===== src/rtl/dir_pkg.sv =====
// shared constants and controller/datapath interface types for the relabeler
`timescale 1ns / 1ps
package dir_pkg;

  // map size and derived widths
  localparam int MAP_DEPTH = 4096;
  localparam int SLOT_W    = $clog2(MAP_DEPTH);
  localparam int COUNT_W   = $clog2(MAP_DEPTH + 1);

  // fixed field widths
  localparam int ID_W  = 31;
  localparam int CMD_W = 2;
  localparam int CFG_W = 2;

  // command codes
  localparam logic [CMD_W-1:0] CMD_MARK    = 2'd0;
  localparam logic [CMD_W-1:0] CMD_COMPACT = 2'd1;
  localparam logic [CMD_W-1:0] CMD_LOOKUP  = 2'd2;
  localparam logic [CMD_W-1:0] CMD_NOP     = 2'd3;

  // register indexes
  localparam logic [CFG_W-1:0] REG_WINDOW_LOW   = 2'd0;
  localparam logic [CFG_W-1:0] REG_WINDOW_HIGH  = 2'd1;
  localparam logic [CFG_W-1:0] REG_LABEL_OFFSET = 2'd2;

  // register reset values
  localparam logic [ID_W-1:0] WINDOW_LOW_RST   = 31'd0;
  localparam logic [ID_W-1:0] WINDOW_HIGH_RST  = 31'd4096;
  localparam logic [ID_W-1:0] LABEL_OFFSET_RST = 31'd0;

  // controller to datapath commands
  typedef struct packed {
    logic clear_en;
    logic load_item;
    logic decode;
    logic mark;
    logic sum;
    logic walk_run;
    logic walk_finish;
    logic push;
  } dir_ctl_t;

  // datapath to controller status
  typedef struct packed {
    logic [CMD_W-1:0] cmd;
    logic             clear_last;
    logic             walk_done;
    logic             out_free;
  } dir_sts_t;

endpackage


===== src/rtl/dir_ctrl.sv =====
// controller state machine: clear pass, command sequencing, result hand-off
`timescale 1ns / 1ps
module dir_ctrl (
  input  logic              clk_i,
  input  logic              rst_ni,
  input  logic              in_valid_i,
  output logic              in_ready_o,
  input  dir_pkg::dir_sts_t sts_i,
  output dir_pkg::dir_ctl_t ctl_o
);

  localparam logic [2:0] S_CLEAR  = 3'd0;
  localparam logic [2:0] S_IDLE   = 3'd1;
  localparam logic [2:0] S_DECODE = 3'd2;
  localparam logic [2:0] S_MARK   = 3'd3;
  localparam logic [2:0] S_READ   = 3'd4;
  localparam logic [2:0] S_SUM    = 3'd5;
  localparam logic [2:0] S_WALK   = 3'd6;
  localparam logic [2:0] S_DONE   = 3'd7;

  logic [2:0] state_q, state_d;

  // next state and commands
  always_comb begin
    state_d = state_q;
    ctl_o   = '0;
    unique case (state_q)
      S_CLEAR: begin
        ctl_o.clear_en = 1'b1;
        if (sts_i.clear_last) begin
          state_d = S_IDLE;
        end
      end
      S_IDLE: begin
        if (in_valid_i) begin
          ctl_o.load_item = 1'b1;
          state_d         = S_DECODE;
        end
      end
      S_DECODE: begin
        ctl_o.decode = 1'b1;
        unique case (sts_i.cmd)
          dir_pkg::CMD_MARK:    state_d = S_MARK;
          dir_pkg::CMD_COMPACT: state_d = S_WALK;
          dir_pkg::CMD_LOOKUP:  state_d = S_READ;
          dir_pkg::CMD_NOP:     state_d = S_DONE;
          default:              state_d = S_DONE;
        endcase
      end
      S_MARK: begin
        ctl_o.mark = 1'b1;
        state_d    = S_DONE;
      end
      S_READ: begin
        state_d = S_SUM;
      end
      S_SUM: begin
        ctl_o.sum = 1'b1;
        state_d   = S_DONE;
      end
      S_WALK: begin
        ctl_o.walk_run = 1'b1;
        if (sts_i.walk_done) begin
          ctl_o.walk_finish = 1'b1;
          state_d           = S_DONE;
        end
      end
      S_DONE: begin
        if (sts_i.out_free) begin
          ctl_o.push = 1'b1;
          state_d    = S_IDLE;
        end
      end
      default: state_d = S_IDLE;
    endcase
  end

  // state register
  always_ff @(posedge clk_i or negedge rst_ni) begin
    if (!rst_ni) begin
      state_q <= S_CLEAR;
    end else begin
      state_q <= state_d;
    end
  end

  assign in_ready_o = (state_q == S_IDLE);

endmodule


===== config.mk =====
export PLATFORM = sky130hd
export DESIGN_NAME = dir_ctrl
export DESIGN_NICKNAME = d
export VERILOG_FILES = /design/src/rtl/dir_pkg.sv /design/src/rtl/dir_ctrl.sv
export SDC_FILE = /design/constraint.sdc
export NUM_CORES = 1
export LEC_CHECK = 0
export BUFFER_PORTS_ARGS = -buffer_cell sky130_fd_sc_hd__buf_2
export CAP_MARGIN = 40
export CORE_AREA = 5 5 42 44
export DETAILED_ROUTE_END_ITERATION = 12
export DIE_AREA = 0 0 47 49
export PLACE_DENSITY = 0.48
export SLEW_MARGIN = 0
export SYNTH_ARGS = -nofsm -noshare
export SYNTH_HDL_FRONTEND = slang
export SYNTH_SLANG_ARGS = --single-unit

===== constraint.sdc =====
create_clock -name clk_i -period 1.9 [get_ports clk_i]
set_clock_uncertainty 0.2 [all_clocks]
set_input_delay 0.38 -clock clk_i [delete_from_list [all_inputs] [get_ports clk_i]]
set_output_delay 0.38 -clock clk_i [all_outputs]
set_load 0.01 [all_outputs]

# Word level (Yosys, flattened, before mapping)
# Cells that the tools add are included.
# totals
inputBits	8
reg_bits	3
elab_cells	35
out_inout_bits	9
# classes
n_reduce_logical	4
eq_ne	14
muxes	16
# op_table
operator	n
$pmux W3 S7	1
$eq A3 B3 Y1 const B	4
$mux W3	4
$pmux W3 S4	1
$mux W1	9
$ne A2 B2 Y1 const B	4
$eq A3 B2 Y1 const B	2
$eq A2 B2 Y1 const B	2
$reduce_and A4 Y1	1
$eq A3 B1 Y1 const B	1
$logic_not A3 Y1	1
$eq A2 B1 Y1 const B	1
$logic_not A2 Y1	1
$mux W2	1
$reduce_or A2 Y1	1

# Depth between registers and ports, before layout
# depth
word_depth	3
mapped_depth	5
depth_no_buf	5

# Worst setup path after synthesis
# Ideal clock, no wire load.
# synth_timing
path_kind	flip-flop to output port
startpoint	register state_q[1]
endpoint	output port ctl_o[1] in the netlist's numbering
setup_slack_ns	0.415
path_buffers	1
stages_incl_launch_ff	4
t_arrival_ns	0.905
required_ns	1.320
path_cell_list	dfrtp_1 buf_6 and2b_2 and3_2
# synth_rtl
element	line	text
from (decl)	dir_ctrl.sv:21	logic [2:0] state_q, state_d;
from (signal assigned)	dir_ctrl.sv:83	state_q <= state_d;
to (decl)	dir_ctrl.sv:9	output dir_pkg::dir_ctl_t ctl_o

==> metrics.txt <==
status finished clean; cell family with most CP delay flip-flops; initial core utilization 0.220; ratio of cells with drive above 1 in the final layout 0.466; Netlist Area Pre-Place 308 µm²; Syn Nets 50; arrival time reported for the critical path endpoint 1.27 ns; area leader, netlist dfrtp_1; fraction of registers with async set/reset 1.00; FF-to-FF Start state_q[1]; number of global-route vias before repair 305; Period Utilization, post-route 0.975; maximum buffer depth of the clock tree 2; measured slew at the worst slew-check pin 0.201 ns; total routing resource utilization after global routing 0.0769; met2 capacity usage during global routing 0.0928; distinct cell type count of the synthesized netlist 19; endpoint of the most critical register-to-register path state_q[0]; Net Sw Frac 0.418; most common flop cell mapped by yosys dfrtp_1; class of the most critical setup path flip-flop to output pin; internal power contribution 276 µW; pin count of the biggest net entering global routing 12; met3 track utilization from global routing 0.0221; final cell utilization of the core 0.296; worst reg-to-reg path cell count 3; setup slack at placement 0.225 ns; overflow left after global routing 0; top cell types by occurrence after synthesis inv_1 (6), nor2_1 (4); portion of synthesized cell area occupied by the leading cell type 0.244; clock network fraction of design power 0.231; first-pass GRT wire length 1260 µm; register bank with the most flops state_q; number of detailed-routing iterations run before antenna repair 3; # rows 14; leakage 0.000245 µW; shortest clock period the worst path allows after layout 1.85 ns; slowest CP cell dfrtp_2; antenna violation net count after detailed routing 0; antenna cells 0; floorplan die area 0.00230 mm²; Worst setup SP type flip-flop; global routing met1 resource utilization 0.104; die extent in y 49 µm; number of port buffers 16; TritonCTS Sinks 3; IR drop worst, VDD 0.331 mV; Num CTS Buffers 3; cells along the critical path and2b_2 -> and3_2 -> buf_2; synthesized instance count 40; first-iteration detailed-routing DRC count 3; number of flip-flops in the largest register 3; Max-slew headroom 0.866; slack of the worst reg-to-reg path 0.58 ns; I/O pin count 17; area taken by flip-flops and latches 78.8 µm²; library cell with the highest instance count after synthesis inv_1; Area Overhead vs Synth 34.6%; final routed DRC violation total 0; hold violation total from the final report 0; maximum capacitance violations 0; Clock Pin Slew Worst Setup and Hold Paths 0.04 ns; maximum fanout encountered on the critical timing path 11; drt total wl 700 µm; CP required 1.32 ns; placer congestion estimate 0.742; master cell of the clock root buffer clkbuf_4; Slew Limit Fails 0; area of combinational cells with multiple inputs 176 µm²; Clk Latency, worst-skew pair 0.23 ns; final worst-path setup slack 0.0480 ns; DR vias/cell 4.22; sequential-to-total area share from yosys stat 0.244; DP HPWL 560 µm; part of the total power dissipated in combinational logic 0.434; setup TNS after final layout 0 ns; detail-routed net length per standard cell 9.46 µm; Synth Register Bits 3; number of enable-type register cells in the synthesized netlist 0; Floorplan Core Area 0.00140 mm²; maximum single-stage delay on the critical path 0.47 ns; portion of total power attributed to sequential cells 0.334; setup repair after global routing missed its margin false; total number of vias 312; registers with the most flip-flops state_q x3; Worst Hold Class input port to asynchronous set/reset pin; Final Net Count 69; Critical Path Stages 3; die boundary width 47 µm; initial antenna violation count 0; Mapped Avg Cell Area 7.69 µm²; most heavily used metal layer in global routing met1; largest cells by area after synthesis dfrtp_1 (24%), buf_6 (11%), and2b_2 (8.5%); Net Switching 199 µW; TritonCTS clock tree done; Clock H-tree levels 1; Yosys warning count 0; number of setup violations in the final report 0; f_max 540 MHz; sort of element at the end of the critical path output pin; worst hold margin 0.275 ns; Filler Cells Inserted 175; power density over cell area 1150 mW/mm²; CP Buf/Inv Count 1
worst reg2reg max path, stage by stage (launching register included):
cell     delay, ns
dfrtp_2       0.47
or3_1         0.36
o21ai_1       0.08
a22o_1        0.15
per-stage QoR:
stage          total power [µW]  cell area, µm²  instances
3_5_place_dp                362             374         69
5_1_grt                     531             414         74
3_3_place_gp                362             374         69
2_1_floorplan               331             308         40
6_report                    475             414         74
4_1_cts                     483             413         74
cell families after synthesis:
logic type,after synthesis,share of synthesized area
adders and majority gates,2,0.0813
DFF,3,0.244
buffers and inverters,9,0.183
and+or+nand+nor,18,0.337
AOI/OAI and AO/OA,8,0.154
metal layers:
layer  vias to the layer above  routed length [µm]
met5                         -                   0
met2                        14                 295
met1                       132                 310
met4                         0                  14
li1                        164                   -
met3                         2                  80
repair_timing:
action,in CTS,in global routing
hold buffers,1,0
hold endpoints to repair,3,0
endpoints found under the setup margin,2,1
resized for setup,2,1
buffers inserted,0,0
power by group through the flow:
| stage | combinational [µW] | clock (µW) | sequential (µW) |
|---|---|---|---|
| after CTS | 210 | 115 | 158 |
| after global routing | 240 | 125 | 166 |
| after floorplan | 228 | 0 | 102 |
| after detailed placement | 207 | 0 | 155 |
| after global placement | 209 | 0 | 153 |
| final | 206 | 110 | 159 |
layout make-up:
cell class | instances | area share
Clock buffer | 4 | 0.0634
Tap cell | 16 | 0.0483
Multi-Input combinational cell | 28 | 0.426
Sequential cell | 3 | 0.190
Timing Repair Buffer | 17 | 0.218
Inverter | 6 | 0.0544
placed cells by master (no fill, tap or decap):
master and instances:
a21oi_1 1, dfrtp_2 3, and2_2 1, a211oi_1 1, a22o_1 1, o21ai_1 1
and2_1 2, inv_1 6, and2b_2 3, clkbuf_1 1, o21ai_0 3, nor2_1 4
dlygate4sd3_1 1, ha_1 2, buf_2 16, and3_2 1, or3_1 1, nor3_1 1
and3_1 2, o22ai_1 1, nand2_1 3, clkbuf_4 3
worst max path at each step:
stage / startpoint / endpoint / slack (ns)
5_1_grt: state_q[0] / ctl_o[1] / 0.003
3_5_place_dp: state_q[0] / ctl_o[1] / 0.22
3_3_place_gp: state_q[0] / ctl_o[1] / 0.24
2_1_floorplan: state_q[1] / ctl_o[1] / 0.41
6_report: state_q[1] / ctl_o[1] / 0.05
4_1_cts: state_q[1] / ctl_o[1] / 0.04
Note: power is estimated with default switching activity, not from simulation.
